[src/pfcs_pkg.sv]
// ----------------------------------------------------------------------------
// pfcs_pkg: shared definitions for the parallel flash command sequencer
// Operation codes, result kinds, flash command bytes, register defaults
// and the job descriptor that the front end hands to the back end.
// ----------------------------------------------------------------------------
package pfcs_pkg;

	localparam int ADDR_WIDTH_DEF = 19;
	localparam int NUM_REGS       = 6;
	localparam int REG_WIDTH      = 16;
	localparam int CFG_IDX_WIDTH  = 3;
	localparam int QUEUE_DEPTH    = 4;
	localparam int STEP_WIDTH     = 3;

	// operation codes on the input side
	localparam logic [2:0] OP_READ   = 3'd0;
	localparam logic [2:0] OP_PROG   = 3'd1;
	localparam logic [2:0] OP_SECTOR = 3'd2;
	localparam logic [2:0] OP_CHIP   = 3'd3;
	localparam logic [2:0] OP_ID     = 3'd4;
	localparam logic [2:0] OP_SAMPLE = 3'd5;

	// configuration register indexes
	localparam logic [CFG_IDX_WIDTH-1:0] CFG_PROG_POLL   = 3'd0;
	localparam logic [CFG_IDX_WIDTH-1:0] CFG_PROG_OK     = 3'd1;
	localparam logic [CFG_IDX_WIDTH-1:0] CFG_SECTOR_POLL = 3'd2;
	localparam logic [CFG_IDX_WIDTH-1:0] CFG_SECTOR_OK   = 3'd3;
	localparam logic [CFG_IDX_WIDTH-1:0] CFG_CHIP_POLL   = 3'd4;
	localparam logic [CFG_IDX_WIDTH-1:0] CFG_CHIP_OK     = 3'd5;

	localparam logic [REG_WIDTH-1:0] REG_RESET [NUM_REGS] = '{
		16'd100, 16'd50, 16'd2000, 16'd1000, 16'd2000, 16'd2000
	};

	// unlock cycles and command bytes
	localparam logic [15:0] UNLOCK_ADDR1 = 16'h5555;
	localparam logic [15:0] UNLOCK_ADDR2 = 16'h2AAA;
	localparam logic [7:0]  UNLOCK_DATA1 = 8'hAA;
	localparam logic [7:0]  UNLOCK_DATA2 = 8'h55;
	localparam logic [7:0]  CMD_PROGRAM  = 8'hA0;
	localparam logic [7:0]  CMD_ERASE    = 8'h80;
	localparam logic [7:0]  CMD_SECTOR   = 8'h30;
	localparam logic [7:0]  CMD_CHIP     = 8'h10;
	localparam logic [7:0]  CMD_ID_ENTRY = 8'h90;
	localparam logic [7:0]  CMD_ID_EXIT  = 8'hF0;

	typedef enum logic [1:0] {
		KIND_WRITE    = 2'd0,
		KIND_READ_REQ = 2'd1,
		KIND_DATA     = 2'd2,
		KIND_DONE     = 2'd3
	} kind_t;

	typedef enum logic [2:0] {
		PH_IDLE   = 3'd0,
		PH_READ   = 3'd1,
		PH_POLL   = 3'd2,
		PH_ID_MAN = 3'd3,
		PH_ID_DEV = 3'd4
	} phase_t;

	// result sequences the back end knows how to play out
	typedef enum logic [2:0] {
		SEQ_DONE          = 3'd0,
		SEQ_READ_REQ      = 3'd1,
		SEQ_DATA_DONE     = 3'd2,
		SEQ_DATA_READ_REQ = 3'd3,
		SEQ_PROGRAM       = 3'd4,
		SEQ_ERASE         = 3'd5,
		SEQ_ID_START      = 3'd6,
		SEQ_ID_DEV        = 3'd7
	} seq_t;

	typedef struct packed {
		seq_t       seq;
		logic [7:0] data;
		logic       tail_done;
		logic       success;
	} job_t;

endpackage

[src/pfcs_front.sv]
// ----------------------------------------------------------------------------
// pfcs_front: command and sample front end
// Holds the configuration registers and the sequencer state, takes one
// transaction per cycle while the queue has room, making jobs for the back end.
// ----------------------------------------------------------------------------
module pfcs_front #(
	parameter int ADDR_WIDTH = pfcs_pkg::ADDR_WIDTH_DEF
) (
	input  logic                                clk,
	input  logic                                arst_n,
	input  logic                                cfg_write,
	input  logic [pfcs_pkg::CFG_IDX_WIDTH-1:0]  cfg_index,
	input  logic [pfcs_pkg::REG_WIDTH-1:0]      cfg_data,
	input  logic                                push,
	input  logic [2:0]                          operation,
	input  logic [ADDR_WIDTH-1:0]               address,
	input  logic [7:0]                          data_byte,
	input  logic [7:0]                          byte_count,
	input  logic                                q_full,
	output logic                                q_push,
	output pfcs_pkg::job_t                      q_job,
	output logic [ADDR_WIDTH-1:0]               q_addr
);
	import pfcs_pkg::*;

	logic [REG_WIDTH-1:0]  regs_q [NUM_REGS];
	phase_t                phase_q, phase_d;
	logic [2:0]            active_q, active_d;
	logic                  exp_bit_q, exp_bit_d;
	logic [REG_WIDTH-1:0]  poll_count_q, poll_count_d;
	logic [ADDR_WIDTH-1:0] next_addr_q, next_addr_d;
	logic [7:0]            reads_left_q, reads_left_d;

	logic                  accept;
	logic                  is_sample;
	logic                  is_cmd;
	logic                  bit_match;
	logic [REG_WIDTH-1:0]  pc_inc;
	logic [REG_WIDTH-1:0]  poll_lim;
	logic [REG_WIDTH-1:0]  ok_lim;
	logic [REG_WIDTH-1:0]  start_lim;
	logic [REG_WIDTH-1:0]  start_ok;
	logic [7:0]            rl_dec;
	logic                  poll_give_up;

	function automatic logic [REG_WIDTH-1:0] pick_limit(
		input logic [2:0]           op,
		input logic [REG_WIDTH-1:0] lim_prog,
		input logic [REG_WIDTH-1:0] lim_sector,
		input logic [REG_WIDTH-1:0] lim_chip
	);
		logic [REG_WIDTH-1:0] res;
		priority if (op == OP_PROG) begin
			res = lim_prog;
		end else if (op == OP_SECTOR) begin
			res = lim_sector;
		end else begin
			res = lim_chip;
		end
		return res;
	endfunction

	assign accept       = push && !q_full;
	assign is_sample    = (operation == OP_SAMPLE);
	assign is_cmd       = (operation <= OP_ID);
	assign bit_match    = (data_byte[7] == exp_bit_q);
	assign pc_inc       = (poll_count_q == '1) ? poll_count_q : poll_count_q + 16'd1;
	assign rl_dec       = reads_left_q - 8'd1;
	assign poll_lim     = pick_limit(active_q, regs_q[CFG_PROG_POLL],
		regs_q[CFG_SECTOR_POLL], regs_q[CFG_CHIP_POLL]);
	assign ok_lim       = pick_limit(active_q, regs_q[CFG_PROG_OK],
		regs_q[CFG_SECTOR_OK], regs_q[CFG_CHIP_OK]);
	assign start_lim    = pick_limit(operation, regs_q[CFG_PROG_POLL],
		regs_q[CFG_SECTOR_POLL], regs_q[CFG_CHIP_POLL]);
	assign start_ok     = pick_limit(operation, regs_q[CFG_PROG_OK],
		regs_q[CFG_SECTOR_OK], regs_q[CFG_CHIP_OK]);
	assign poll_give_up = (pc_inc >= poll_lim);

	// next state
	always_comb begin
		phase_d      = phase_q;
		active_d     = active_q;
		exp_bit_d    = exp_bit_q;
		poll_count_d = poll_count_q;
		next_addr_d  = next_addr_q;
		reads_left_d = reads_left_q;
		if (accept) begin
			if (is_sample) begin
				unique case (phase_q)
					PH_READ: begin
						next_addr_d  = next_addr_q + ADDR_WIDTH'(1);
						reads_left_d = rl_dec;
						if (rl_dec == 8'd0) begin
							phase_d = PH_IDLE;
						end
					end
					PH_POLL: begin
						if (bit_match) begin
							phase_d = PH_IDLE;
						end else begin
							poll_count_d = pc_inc;
							if (poll_give_up) begin
								phase_d = PH_IDLE;
							end
						end
					end
					PH_ID_MAN: phase_d = PH_ID_DEV;
					PH_ID_DEV: phase_d = PH_IDLE;
					default: ;
				endcase
			end else if (is_cmd && phase_q == PH_IDLE) begin
				active_d = operation;
				priority case (operation)
					OP_READ: begin
						if (byte_count != 8'd0) begin
							next_addr_d  = address;
							reads_left_d = byte_count;
							phase_d      = PH_READ;
						end
					end
					OP_PROG, OP_SECTOR, OP_CHIP: begin
						exp_bit_d    = (operation == OP_PROG) ? data_byte[7] : 1'b1;
						poll_count_d = '0;
						phase_d      = (start_lim == '0) ? PH_IDLE : PH_POLL;
					end
					default: phase_d = PH_ID_MAN;
				endcase
			end
		end
	end

	// job for the back end
	always_comb begin
		q_push          = 1'b0;
		q_job.seq       = SEQ_DONE;
		q_job.data      = data_byte;
		q_job.tail_done = 1'b0;
		q_job.success   = 1'b1;
		q_addr          = address;
		if (accept) begin
			if (is_sample) begin
				unique case (phase_q)
					PH_READ: begin
						q_push    = 1'b1;
						q_job.seq = (rl_dec == 8'd0) ? SEQ_DATA_DONE : SEQ_DATA_READ_REQ;
						q_addr    = next_addr_q;
					end
					PH_POLL: begin
						if (bit_match) begin
							q_push        = 1'b1;
							q_job.success = (poll_count_q < ok_lim);
						end else if (poll_give_up) begin
							q_push        = 1'b1;
							q_job.success = (pc_inc < ok_lim);
						end
					end
					PH_ID_MAN: begin
						// manufacturer byte read at 0, then request at 1
						q_push    = 1'b1;
						q_job.seq = SEQ_DATA_READ_REQ;
						q_addr    = '0;
					end
					PH_ID_DEV: begin
						q_push    = 1'b1;
						q_job.seq = SEQ_ID_DEV;
						q_addr    = ADDR_WIDTH'(1);
					end
					default: ;
				endcase
			end else if (is_cmd && phase_q == PH_IDLE) begin
				q_push = 1'b1;
				priority case (operation)
					OP_READ: begin
						q_job.seq = (byte_count == 8'd0) ? SEQ_DONE : SEQ_READ_REQ;
					end
					OP_PROG: begin
						q_job.seq       = SEQ_PROGRAM;
						q_job.tail_done = (start_lim == '0);
						q_job.success   = (start_ok != '0);
					end
					OP_SECTOR: begin
						q_job.seq       = SEQ_ERASE;
						q_job.data      = CMD_SECTOR;
						q_job.tail_done = (start_lim == '0);
						q_job.success   = (start_ok != '0);
					end
					OP_CHIP: begin
						q_job.seq       = SEQ_ERASE;
						q_job.data      = CMD_CHIP;
						q_job.tail_done = (start_lim == '0);
						q_job.success   = (start_ok != '0);
						q_addr          = ADDR_WIDTH'(UNLOCK_ADDR1);
					end
					default: begin
						q_job.seq = SEQ_ID_START;
						q_addr    = '0;
					end
				endcase
			end
		end
	end

	always_ff @(posedge clk or negedge arst_n) begin
		if (!arst_n) begin
			for (int i = 0; i < NUM_REGS; i++) begin
				regs_q[i] <= REG_RESET[i];
			end
		end else if (cfg_write && cfg_index < CFG_IDX_WIDTH'(NUM_REGS)) begin
			regs_q[cfg_index] <= cfg_data;
		end
	end

	always_ff @(posedge clk or negedge arst_n) begin
		if (!arst_n) begin
			phase_q      <= PH_IDLE;
			active_q     <= OP_READ;
			exp_bit_q    <= 1'b0;
			poll_count_q <= '0;
			next_addr_q  <= '0;
			reads_left_q <= '0;
		end else begin
			phase_q      <= phase_d;
			active_q     <= active_d;
			exp_bit_q    <= exp_bit_d;
			poll_count_q <= poll_count_d;
			next_addr_q  <= next_addr_d;
			reads_left_q <= reads_left_d;
		end
	end

endmodule

[src/pfcs_queue.sv]
// ----------------------------------------------------------------------------
// pfcs_queue: job queue between front and back end
// Small first-in first-out store of job descriptors and their addresses.
// ----------------------------------------------------------------------------
module pfcs_queue #(
	parameter int ADDR_WIDTH = pfcs_pkg::ADDR_WIDTH_DEF
) (
	input  logic                  clk,
	input  logic                  arst_n,
	input  logic                  push,
	input  pfcs_pkg::job_t        push_job,
	input  logic [ADDR_WIDTH-1:0] push_addr,
	input  logic                  pop,
	output logic                  full,
	output logic                  empty,
	output pfcs_pkg::job_t        head_job,
	output logic [ADDR_WIDTH-1:0] head_addr
);
	import pfcs_pkg::*;

	localparam int PTR_W = $clog2(QUEUE_DEPTH);

	job_t                  job_mem [QUEUE_DEPTH];
	logic [ADDR_WIDTH-1:0] addr_mem [QUEUE_DEPTH];
	logic [PTR_W-1:0]      wr_ptr_q, rd_ptr_q;
	logic [PTR_W:0]        count_q;

	assign full      = (count_q == (PTR_W+1)'(QUEUE_DEPTH));
	assign empty     = (count_q == '0);
	assign head_job  = job_mem[rd_ptr_q];
	assign head_addr = addr_mem[rd_ptr_q];

	always_ff @(posedge clk) begin
		if (push) begin
			job_mem[wr_ptr_q]  <= push_job;
			addr_mem[wr_ptr_q] <= push_addr;
		end
	end

	always_ff @(posedge clk or negedge arst_n) begin
		if (!arst_n) begin
			wr_ptr_q <= '0;
			rd_ptr_q <= '0;
			count_q  <= '0;
		end else begin
			if (push) begin
				wr_ptr_q <= wr_ptr_q + PTR_W'(1);
			end
			if (pop) begin
				rd_ptr_q <= rd_ptr_q + PTR_W'(1);
			end
			unique case ({push, pop})
				2'b10:   count_q <= count_q + (PTR_W+1)'(1);
				2'b01:   count_q <= count_q - (PTR_W+1)'(1);
				default: ;
			endcase
		end
	end

	a_no_overflow: assert property (@(posedge clk) disable iff (!arst_n)
		push |-> !full)
		else $error("job queue written while full");

	a_no_underflow: assert property (@(posedge clk) disable iff (!arst_n)
		pop |-> !empty)
		else $error("job queue read while empty");

endmodule

[src/pfcs_back.sv]
// ----------------------------------------------------------------------------
// pfcs_back: bus cycle back end
// Plays out the job at the head of the queue one result per cycle into
// the output register while that register is free or being popped.
// ----------------------------------------------------------------------------
module pfcs_back #(
	parameter int ADDR_WIDTH = pfcs_pkg::ADDR_WIDTH_DEF
) (
	input  logic                  clk,
	input  logic                  arst_n,
	input  logic                  q_empty,
	input  pfcs_pkg::job_t        head_job,
	input  logic [ADDR_WIDTH-1:0] head_addr,
	output logic                  q_pop,
	input  logic                  pop,
	output logic                  empty,
	output logic [1:0]            cycle_kind,
	output logic [ADDR_WIDTH-1:0] bus_address,
	output logic [7:0]            bus_data,
	output logic                  success,
	output logic                  last
);
	import pfcs_pkg::*;

	logic                  out_valid_q;
	logic [STEP_WIDTH-1:0] step_q;
	logic [STEP_WIDTH-1:0] step_m1;
	kind_t                 kind_q;
	logic [ADDR_WIDTH-1:0] addr_q;
	logic [7:0]            data_q;
	logic                  ok_q;
	logic                  last_q;

	kind_t                 r_kind;
	logic [ADDR_WIDTH-1:0] r_addr;
	logic [7:0]            r_data;
	logic                  r_ok;
	logic                  r_last;
	logic                  advance;

	// address and data of one unlock write, position 0 to 2
	function automatic logic [23:0] unlock_word(input logic [1:0] pos, input logic [7:0] cmd);
		logic [23:0] w;
		unique case (pos)
			2'd0:    w = {UNLOCK_ADDR1, UNLOCK_DATA1};
			2'd1:    w = {UNLOCK_ADDR2, UNLOCK_DATA2};
			default: w = {UNLOCK_ADDR1, cmd};
		endcase
		return w;
	endfunction

	assign step_m1 = step_q - STEP_WIDTH'(1);

	always_comb begin
		r_kind = KIND_WRITE;
		r_addr = '0;
		r_data = '0;
		r_ok   = 1'b0;
		r_last = 1'b0;
		unique case (head_job.seq)
			SEQ_DONE: begin
				r_kind = KIND_DONE;
				r_ok   = head_job.success;
				r_last = 1'b1;
			end
			SEQ_READ_REQ: begin
				r_kind = KIND_READ_REQ;
				r_addr = head_addr;
				r_last = 1'b1;
			end
			SEQ_DATA_DONE, SEQ_DATA_READ_REQ: begin
				if (step_q == '0) begin
					r_kind = KIND_DATA;
					r_addr = head_addr;
					r_data = head_job.data;
				end else if (head_job.seq == SEQ_DATA_DONE) begin
					r_kind = KIND_DONE;
					r_ok   = head_job.success;
					r_last = 1'b1;
				end else begin
					r_kind = KIND_READ_REQ;
					r_addr = head_addr + ADDR_WIDTH'(1);
					r_last = 1'b1;
				end
			end
			SEQ_PROGRAM, SEQ_ERASE: begin
				if (step_q < STEP_WIDTH'(3)) begin
					r_addr = ADDR_WIDTH'(unlock_word(step_q[1:0],
						(head_job.seq == SEQ_PROGRAM) ? CMD_PROGRAM : CMD_ERASE) >> 8);
					r_data = 8'(unlock_word(step_q[1:0], CMD_ERASE));
					if (step_q == STEP_WIDTH'(2)) begin
						r_data = (head_job.seq == SEQ_PROGRAM) ? CMD_PROGRAM : CMD_ERASE;
					end
				end else if (head_job.seq == SEQ_ERASE && step_q == STEP_WIDTH'(3)) begin
					r_addr = ADDR_WIDTH'(UNLOCK_ADDR1);
					r_data = UNLOCK_DATA1;
				end else if (head_job.seq == SEQ_ERASE && step_q == STEP_WIDTH'(4)) begin
					r_addr = ADDR_WIDTH'(UNLOCK_ADDR2);
					r_data = UNLOCK_DATA2;
				end else if ((head_job.seq == SEQ_PROGRAM && step_q == STEP_WIDTH'(3)) ||
					(head_job.seq == SEQ_ERASE && step_q == STEP_WIDTH'(5))) begin
					// the addressed write: program byte, or sector / chip erase command
					r_addr = head_addr;
					r_data = head_job.data;
				end else begin
					r_last = 1'b1;
					if (head_job.tail_done) begin
						r_kind = KIND_DONE;
						r_ok   = head_job.success;
					end else begin
						r_kind = KIND_READ_REQ;
						r_addr = head_addr;
					end
				end
			end
			SEQ_ID_START: begin
				if (step_q < STEP_WIDTH'(3)) begin
					r_addr = ADDR_WIDTH'(unlock_word(step_q[1:0], CMD_ID_ENTRY) >> 8);
					r_data = 8'(unlock_word(step_q[1:0], CMD_ID_ENTRY));
				end else begin
					r_kind = KIND_READ_REQ;
					r_addr = head_addr;
					r_last = 1'b1;
				end
			end
			SEQ_ID_DEV: begin
				if (step_q == '0) begin
					r_kind = KIND_DATA;
					r_addr = head_addr;
					r_data = head_job.data;
				end else if (step_q < STEP_WIDTH'(4)) begin
					// software id exit
					r_addr = ADDR_WIDTH'(unlock_word(step_m1[1:0], CMD_ID_EXIT) >> 8);
					r_data = 8'(unlock_word(step_m1[1:0], CMD_ID_EXIT));
				end else begin
					r_kind = KIND_DONE;
					r_ok   = head_job.success;
					r_last = 1'b1;
				end
			end
			default: ;
		endcase
	end

	assign advance = !q_empty && (!out_valid_q || pop);
	assign q_pop   = advance && r_last;

	always_ff @(posedge clk or negedge arst_n) begin
		if (!arst_n) begin
			out_valid_q <= 1'b0;
			step_q      <= '0;
		end else begin
			if (advance) begin
				out_valid_q <= 1'b1;
				step_q      <= r_last ? '0 : step_q + STEP_WIDTH'(1);
			end else if (pop) begin
				out_valid_q <= 1'b0;
			end
		end
	end

	always_ff @(posedge clk) begin
		if (advance) begin
			kind_q <= r_kind;
			addr_q <= r_addr;
			data_q <= r_data;
			ok_q   <= r_ok;
			last_q <= r_last;
		end
	end

	assign empty       = !out_valid_q;
	assign cycle_kind  = kind_q;
	assign bus_address = addr_q;
	assign bus_data    = data_q;
	assign success     = ok_q;
	assign last        = last_q;

	a_done_is_last: assert property (@(posedge clk) disable iff (!arst_n)
		(out_valid_q && kind_q == KIND_DONE) |-> last_q)
		else $error("done result not marked last");

	a_step_restart: assert property (@(posedge clk) disable iff (!arst_n)
		q_pop |=> (step_q == '0))
		else $error("step counter not cleared after finishing a job");

	a_step_range: assert property (@(posedge clk) disable iff (!arst_n)
		step_q <= STEP_WIDTH'(6))
		else $error("step counter beyond longest sequence");

endmodule

[src/parallel_flash_command_sequencer.sv]
// ----------------------------------------------------------------------------
// parallel_flash_command_sequencer: parallel flash command sequencer
// Turns flash commands and sampled data bytes into bus cycles, using the
// unlock write sequence and data bit 7 polling.
// ----------------------------------------------------------------------------
// Commands (read burst, byte program, sector erase, chip erase, read id) and
// data samples enter through a queue-style port and are accepted at up to one
// transaction per clock while the internal job queue (four entries) has room;
// a command arriving while a command is under way, a sample while idle, and
// unused codes are swallowed without results. Each accepted transaction that
// yields results is classified in the same cycle and becomes one job, played out
// by the back end as one result per clock unless the consumer stalls; a job makes
// one to seven results (seven for an erase): bus write, read request, returned
// data or done. In a consumer stall, results wait in an output register and new
// input fills the job queue. The user must write the poll and ok limits via the
// configuration port while no command is in progress; the block does not check.
module parallel_flash_command_sequencer #(
	parameter int ADDR_WIDTH = pfcs_pkg::ADDR_WIDTH_DEF
) (
	input  logic                               clk,
	input  logic                               arst_n,
	// configuration writes
	input  logic                               cfg_write,
	input  logic [pfcs_pkg::CFG_IDX_WIDTH-1:0] cfg_index,
	input  logic [pfcs_pkg::REG_WIDTH-1:0]     cfg_data,
	// command and sample transactions
	input  logic                               push,
	output logic                               full,
	input  logic [2:0]                         operation,
	input  logic [ADDR_WIDTH-1:0]              address,
	input  logic [7:0]                         data_byte,
	input  logic [7:0]                         byte_count,
	// result transactions
	output logic                               empty,
	input  logic                               pop,
	output logic [1:0]                         cycle_kind,
	output logic [ADDR_WIDTH-1:0]              bus_address,
	output logic [7:0]                         bus_data,
	output logic                               success,
	output logic                               last
);
	import pfcs_pkg::*;

	// front to queue
	logic                  f_push;
	job_t                  f_job;
	logic [ADDR_WIDTH-1:0] f_addr;
	// queue to back
	logic                  q_full;
	logic                  q_empty;
	logic                  q_pop;
	job_t                  q_head_job;
	logic [ADDR_WIDTH-1:0] q_head_addr;

	// input side stalls only when the job queue has no free entry
	assign full = q_full;

	pfcs_front #(
		.ADDR_WIDTH (ADDR_WIDTH)
	) u_front (
		.clk        (clk),
		.arst_n     (arst_n),
		.cfg_write  (cfg_write),
		.cfg_index  (cfg_index),
		.cfg_data   (cfg_data),
		.push       (push),
		.operation  (operation),
		.address    (address),
		.data_byte  (data_byte),
		.byte_count (byte_count),
		.q_full     (q_full),
		.q_push     (f_push),
		.q_job      (f_job),
		.q_addr     (f_addr)
	);

	// decouples classification from bus cycle generation
	pfcs_queue #(
		.ADDR_WIDTH (ADDR_WIDTH)
	) u_queue (
		.clk       (clk),
		.arst_n    (arst_n),
		.push      (f_push),
		.push_job  (f_job),
		.push_addr (f_addr),
		.pop       (q_pop),
		.full      (q_full),
		.empty     (q_empty),
		.head_job  (q_head_job),
		.head_addr (q_head_addr)
	);

	pfcs_back #(
		.ADDR_WIDTH (ADDR_WIDTH)
	) u_back (
		.clk         (clk),
		.arst_n      (arst_n),
		.q_empty     (q_empty),
		.head_job    (q_head_job),
		.head_addr   (q_head_addr),
		.q_pop       (q_pop),
		.pop         (pop),
		.empty       (empty),
		.cycle_kind  (cycle_kind),
		.bus_address (bus_address),
		.bus_data    (bus_data),
		.success     (success),
		.last        (last)
	);

endmodule

[config.mk]
export PLATFORM = sky130hd
export DESIGN_NAME = parallel_flash_command_sequencer
export DESIGN_NICKNAME = d
export VERILOG_FILES = /design/src/pfcs_pkg.sv /design/src/pfcs_front.sv /design/src/pfcs_queue.sv /design/src/pfcs_back.sv /design/src/parallel_flash_command_sequencer.sv
export SDC_FILE = /design/constraint.sdc
export NUM_CORES = 1
export LEC_CHECK = 0
export ABC_AREA = 1
export BUFFER_PORTS_ARGS = -buffer_cell sky130_fd_sc_hd__buf_2
export CORE_MARGIN = 2
export CORE_UTILIZATION = 45
export CTS_BUF_LIST = sky130_fd_sc_hd__clkbuf_2 sky130_fd_sc_hd__clkbuf_4 sky130_fd_sc_hd__clkbuf_8
export DETAILED_ROUTE_END_ITERATION = 12
export SLEW_MARGIN = 15
export SYNTH_ARGS = -nofsm -noshare
export SYNTH_HDL_FRONTEND = slang
export SYNTH_SLANG_ARGS = --single-unit
[constraint.sdc]
create_clock -name clk -period 8.3 [get_ports clk]
set_input_delay 1.245 -clock clk [delete_from_list [all_inputs] [get_ports clk]]
set_output_delay 1.245 -clock clk [all_outputs]
set_load 0.005 [all_outputs]
## Yosys cells after proc, flatten, opt, wreduce, memory -nomap -nowiden

Memory sizes are Yosys's and may differ from the RTL's.
Index checks and enable logic that the tools add are counted.

- Register bits after elaboration: 188
- Latch bits: 0
- RAM bits: 128
- Memory bits (read-only): 0
- Input port bits: 62
- Output and inout bits: 33
- Logic and storage cells: 249
- Memories kept: 2

Memories:

| name | words | width | read ports | clocked after Yosys merged registers in | wr ports | line | RTL |
|---|---|---|---|---|---|---|---|
| u_queue.addr_mem | 4 | 19 | 1 | 0 | 1 | pfcs_queue.sv:24 | `logic [ADDR_WIDTH-1:0] addr_mem [QUEUE_DEPTH];` |
| u_queue.job_mem | 4 | 13 | 1 | 0 | 1 | pfcs_queue.sv:23 | `job_t job_mem [QUEUE_DEPTH];` |

- Add/sub/neg operators: 10
- Multiply operators: 0
- Divide/modulo/power cells: 0
- Order comparisons: 9
- Eq/ne operators: 35
- Shifts and indexed selects: 0
- Muxes and demuxes: 124
- Bitwise logic cells: 2
- Reduce and logical (&&, ||, !) cells: 45

Operator list:

| cell | count |
|---|---|
| 19-bit two-way mux | 17 |
| 16-bit two-way mux | 16 |
| 23-bit one-hot mux with 2 select lines | 3 |
| 8-bit two-way mux | 14 |
| 96-bit bitwise mux | 1 |
| 19-bit one-hot mux with 5 select lines | 1 |
| 19-bit one-hot mux with 3 select lines | 1 |
| 16-bit demux with 3-bit select | 1 |
| 19-bit by 1-bit adder with 19-bit output (second input constant) | 2 |
| 19-bit one-hot mux with 2 select lines | 1 |
| 1-bit two-way mux | 34 |
| 16-bit < comparator | 2 |
| 8-bit one-hot mux with 2 select lines | 2 |
| 8-bit one-hot mux with 4 select lines | 1 |
| 3-bit by 2-bit equality test with 1-bit output (second input constant) | 9 |
| 3-bit equality test (second input constant) | 9 |
| 13-bit two-way mux | 2 |
| 3-bit two-way mux | 8 |
| 2-bit two-way mux | 11 |
| 3-bit one-hot mux with 3 select lines | 2 |
| 16-bit by 1-bit adder with 16-bit output (second input constant) | 1 |
| 16-bit equality test (second input constant) | 1 |
| 16-bit >= comparator | 1 |
| 16-bit logical NOT | 1 |
| other kinds (44) | 84 |

## Logic depth before layout (Yosys ltp)

An unclocked memory read counts as a cell.

- Word-level depth: 12
- Depth in mapped cells: 26
- Mapped depth without buffers: 26

## By module

A second synthesis with hierarchy kept.

- Cell total of the unflattened synthesis: 2151
- Area total of the unflattened synthesis: 17782.1 µm²

By module, submodules not included:

| module | times used | cells an instance | area each (µm²) | seq. area each (µm²) |
|---|---|---|---|---|
| pfcs_front | 1 | 1231 | 9111.2 | 3691.0 |
| pfcs_queue | 1 | 422 | 5456.5 | 4018.9 |
| pfcs_back | 1 | 498 | 3214.3 | 1031.0 |

## Worst setup path before layout

No wires, ideal clock.

- Path type: register to register
- Start point: register u_front.poll_count_q[0]
- End point: memory u_queue.addr_mem[0][0] in the netlist's numbering, enable pin
- Arrival time: 4.343 ns
- Required time: 7.879 ns
- Setup slack: 3.536 ns
- Stages on the path, launching flop included: 22
- Path buffers: 0
- Period minus slack after synthesis: 4.764 ns
- Cells stage by stage: dfrtp_1 -> ha_1 -> inv_1 -> nor2_1 -> nand2_1 -> nor2_1 -> nor4_1 -> nand3_1 -> nor3_1 -> xor2_1 -> inv_1 -> ha_1 -> nand2_1 -> inv_1 -> nand3_1 -> nor3_1 -> nand3_1 -> nand4_1 -> nand2_1 -> nand2_1 -> nand2_1 -> nor2_1

- Cells in the longest elaborated chain, start to end: 10

RTL lines:

| what | line | RTL |
|---|---|---|
| from (decl) | pfcs_front.sv:30 | `logic [REG_WIDTH-1:0] poll_count_q, poll_count_d;` |
| from (signal assigned) | pfcs_front.sv:225 | `poll_count_q <= poll_count_d;` |
| 16-bit by 1-bit adder with 16-bit output or 16-bit equality test (tied branches) | pfcs_front.sv:67 | `assign pc_inc = (poll_count_q == '1) ? poll_count_q : poll_count_q + 16'd1;` |
| 16-bit two-way mux * | pfcs_front.sv:67 |  |
| 16-bit >= comparator * | pfcs_front.sv:77 | `assign poll_give_up = (pc_inc >= poll_lim);` |
| 1-bit two-way mux * | pfcs_front.sv:152 | `end else if (poll_give_up) begin` |
| 1-bit two-way mux * | pfcs_front.sv:149 | `if (bit_match) begin` |
| 1-bit one-hot mux with 2 select lines * | pfcs_front.sv:142 | `unique case (phase_q)` |
| 1-bit two-way mux * | pfcs_front.sv:141 | `if (is_sample) begin` |
| 1-bit two-way mux * | pfcs_front.sv:140 | `if (accept) begin` |
| 1-bit two-way mux * | pfcs_queue.sv:34 | `if (push) begin` |
| 1-bit two-way mux (implied by the code) * | pfcs_queue.sv:36 | `addr_mem[wr_ptr_q] <= push_addr;` |
| to (decl) | pfcs_queue.sv:24 |  |

Mark *: on every way between the ends. The rest lies on a longest branch, timed or not.

## Final worst setup path

- Start point: register u_front.poll_count_q[0]
- End point: memory u_queue.addr_mem[0][4] in the netlist's numbering, enable pin

The elaborated chain is that of the path after synthesis.

==> flow_summary.ini <==
[cts]
worstSkewPairLatency_ns = 0.66
cts-root-buf = clkbuf_8
cts_hold_buf = 0
cts_tree = done
clockBufferDepth = 3
cts_buffers = 54
post_cts.repair.setup_buffers = 0
cts_resized = 0
clk_pin_slew_ns = 0.06
cts.sink_count = 316
htreeDepth = 2

[critical_path]
start_kind = flop
critical_path.cell_chain = ha_1, inv_1, nor2_1, nand2_1, nor2_1, nor4_1, nand3_1, nor3_1, xor2_1, inv_1, ha_1, nand2_1, inv_1, nand3_1, nor3_1, nand3_1, nand4_1, nand2_1, nand2_1, nand2_1, nor2_4
crit_type = reg2reg
worst_ep_required_time_ns = 8.57
critPathTopFamily = simple AND/OR/NAND/NOR gates
arrival_ns = 5.57
worst_r2r_path_depth = 21
cp.depth = 21
path_common_cell = nand2_1
slowest_delay_ns = 0.97
path_buf_inv = 3
cp_slowest_cell = nor2_4
critPathMaxFanout = 32
regToRegSetupSlack_ns = 2.99
cp-end-kind = flop

[timing]
min_period_over_period_pct = 63.93
worst_pin_slew_ns = 1.099
setup_viol = 0
timing.fmax_ghz = 0.1885
maxSlewHeadroom_pct = 26.58
rsz0062_at_grt = no
whs_ns = 0.4827
skew_ns = 0.02230
slew_viol_final = 0
fin_crit_ns = 5.306
setup_ws_ns = 2.994
finalSetupTns_ns = 0
hold_viol = 0

[logic_synthesis]
synth_edf_count = 159
synth_area_per_cell_um2 = 8.511
ys_warn_count = 0
ys_seq_elements = 316
yosys_most_used_dff = edfxtp_1
async_flop_share_pct = 49.68
synth_area_mm2 = 0.01751
netlist_instances = 2057
yosysUniqueCellTypes = 62
synth-seq-area-share_pct = 49.92
syn_nets = 2183

[die]
initial_utilization_pct = 45.41
rows = 72
die_w_um = 201.2
core-area_mm2 = 0.03856
die_y_um = 201.2
num_io_pins = 95
dieArea_mm2 = 0.04050

[grt]
grt_max_degree = 103
grt_util_all_layers_pct = 24.69
grt_pass1_wl_um = 79090
grt_overflow_total = 0
first_global_vias = 14460
antenna_found_initial = 0

[hold_path]
hp-class = reg2reg
hold_depth = 1

[place]
port_buffers = 94
pre_cts_ws_ns = 2.921
place_congestion = 0.9306
place_inst = 2602
placed_area_mm2 = 0.01835
dp_hpwl_um = 35060

[routing]
drt-wirelength-per-cell_um = 18.22
vias_per_cell = 5.437
drtIter0Drc = 1023
num_vias = 14700
wl_um = 49260
drc_errors = 0
drtAntennaViolNets = 0
drtPass1Iterations = 6

[status]
outcome = complete, no violations

[final_layout]
fin_util_pct = 50.63
fin_nets = 2266
area_growth_pct = 11.51
final_cell_mix = 510 x nand2_1, 235 x o21ai_0, 209 x inv_1
layout-drive-gt1-share_pct = 13.31
final_cells = 2704
final_common_cell = nand2_1
antenna_cells = 0
stdcell_area_mm2 = 0.01952

[run]
cap_violations = 0

[power_and_ir_drop]
finalPower_mw = 7.309
p_leak_nw = 8.587
power_density_mw_per_mm2 = 374.4
ir_drop_uv = 177.8
## cell type report
class,instances,area (um^2)
clock inverter,30,264.0
fill,3736,19030
clock buffer,72,909.6
inverter,228,863.3
timing repair buffer,104,551.8
multi-input combinational,1436,7543
sequential,316,8742
tap,518,648.1
## synth_stat cells, types with 3 or more instances
cell / number / area [um^2]
nand2_1: 510 / 1914
o21ai_0: 236 / 1181
inv_1: 209 / 784.5
edfxtp_1: 159 / 4775
nor2_1: 132 / 495.5
dfrtp_1: 127 / 3178
nand3_1: 123 / 615.6
a21oi_1: 96 / 480.5
ha_1: 63 / 788.3
clkbuf_1: 42 / 157.7
o22ai_1: 37 / 231.5
dfstp_2: 30 / 788.3
nand4_1: 26 / 162.7
xor2_1: 26 / 227.7
nor3_1: 25 / 125.1
nor4_1: 21 / 131.4
buf_2: 16 / 80.08
o211ai_1: 15 / 112.6
inv_2: 14 / 52.55
a31oi_1: 13 / 81.33
o21ai_1: 13 / 65.06
a22o_1: 12 / 105.1
buf_4: 11 / 82.58
nand2_2: 8 / 50.05
buf_6: 6 / 67.56
a32o_1: 5 / 50.05
nor2_2: 5 / 31.28
nor2_4: 5 / 56.30
nor3_2: 5 / 50.05
a211oi_1: 4 / 30.03
a22oi_1: 4 / 30.03
nand3_2: 4 / 40.04
o31ai_1: 4 / 30.03
or2_2: 4 / 25.02
a221oi_1: 3 / 26.28
inv_4: 3 / 18.77
nand2_4: 3 / 33.78
nand3b_1: 3 / 22.52
xnor2_1: 3 / 26.28
## flip-flops by register name (all words and copies together), names as in the netlist
name,cells
u_front.regs_q,96
u_queue.addr_mem,76
u_queue.job_mem,52
u_back.bus_address,19
u_front.next_addr_q,19
u_front.poll_count_q,16
u_back.bus_data,8
u_front.reads_left_q,8
u_back.step_q,3
u_front.active_q,3
u_front.phase_q,3
u_queue.count_q,3
u_back.cycle_kind,2
u_queue.rd_ptr_q,2
u_queue.wr_ptr_q,2
u_back.last,1
u_back.out_valid_q,1
u_back.success,1
u_front.exp_bit_q,1
## layer usage
layer | global-route usage (%) | up-vias | routed length [um] | share of wire [%]
met5 | 0 | - | 0 | 0
met4 | 9.795 | 0 | 1738 | 3.5
li1 | - | 7199 | - | -
met3 | 3.677 | 96 | 2427 | 4.9
met1 | 30.46 | 6955 | 20100 | 41
met2 | 43.52 | 452 | 25000 | 51
## report_power, final
part	total [mW]	switching, mW	internal (mW)	leakage (nW)
combinational	3.39	2.31	1.09	4.62
clock	1.52	0.674	0.845	0.623
sequential	2.40	0.242	2.15	3.35
## cell families (layout without fill, tap and decap cells)
logic type / Yosys count / after routing / share of synthesized area (%)
compound gates: 462 / 462 / 14.84
fa+ha+maj: 64 / 64 / 4.617
buf+inv: 305 / 434 / 7.189
simple gates: 881 / 881 / 21.98
xor+xnor: 29 / 29 / 1.451
flops: 316 / 316 / 49.93
## worst paths after layout
| kind | end | from |
|---|---|---|
| setup / recovery | u_queue.addr_mem[0][4] | u_front.poll_count_q[0] |
| hold / removal | u_queue.count_q[0] | u_queue.count_q[0] |
| setup reg to reg | u_queue.addr_mem[0][4] | u_front.poll_count_q[0] |
| hold reg to reg | u_queue.count_q[0] | u_queue.count_q[0] |
| max in group asynchronous | u_queue.rd_ptr_q[0] | arst_n |
| min in group asynchronous | u_front.poll_count_q[10] | arst_n |
Power figures use the tool's default switching activity.
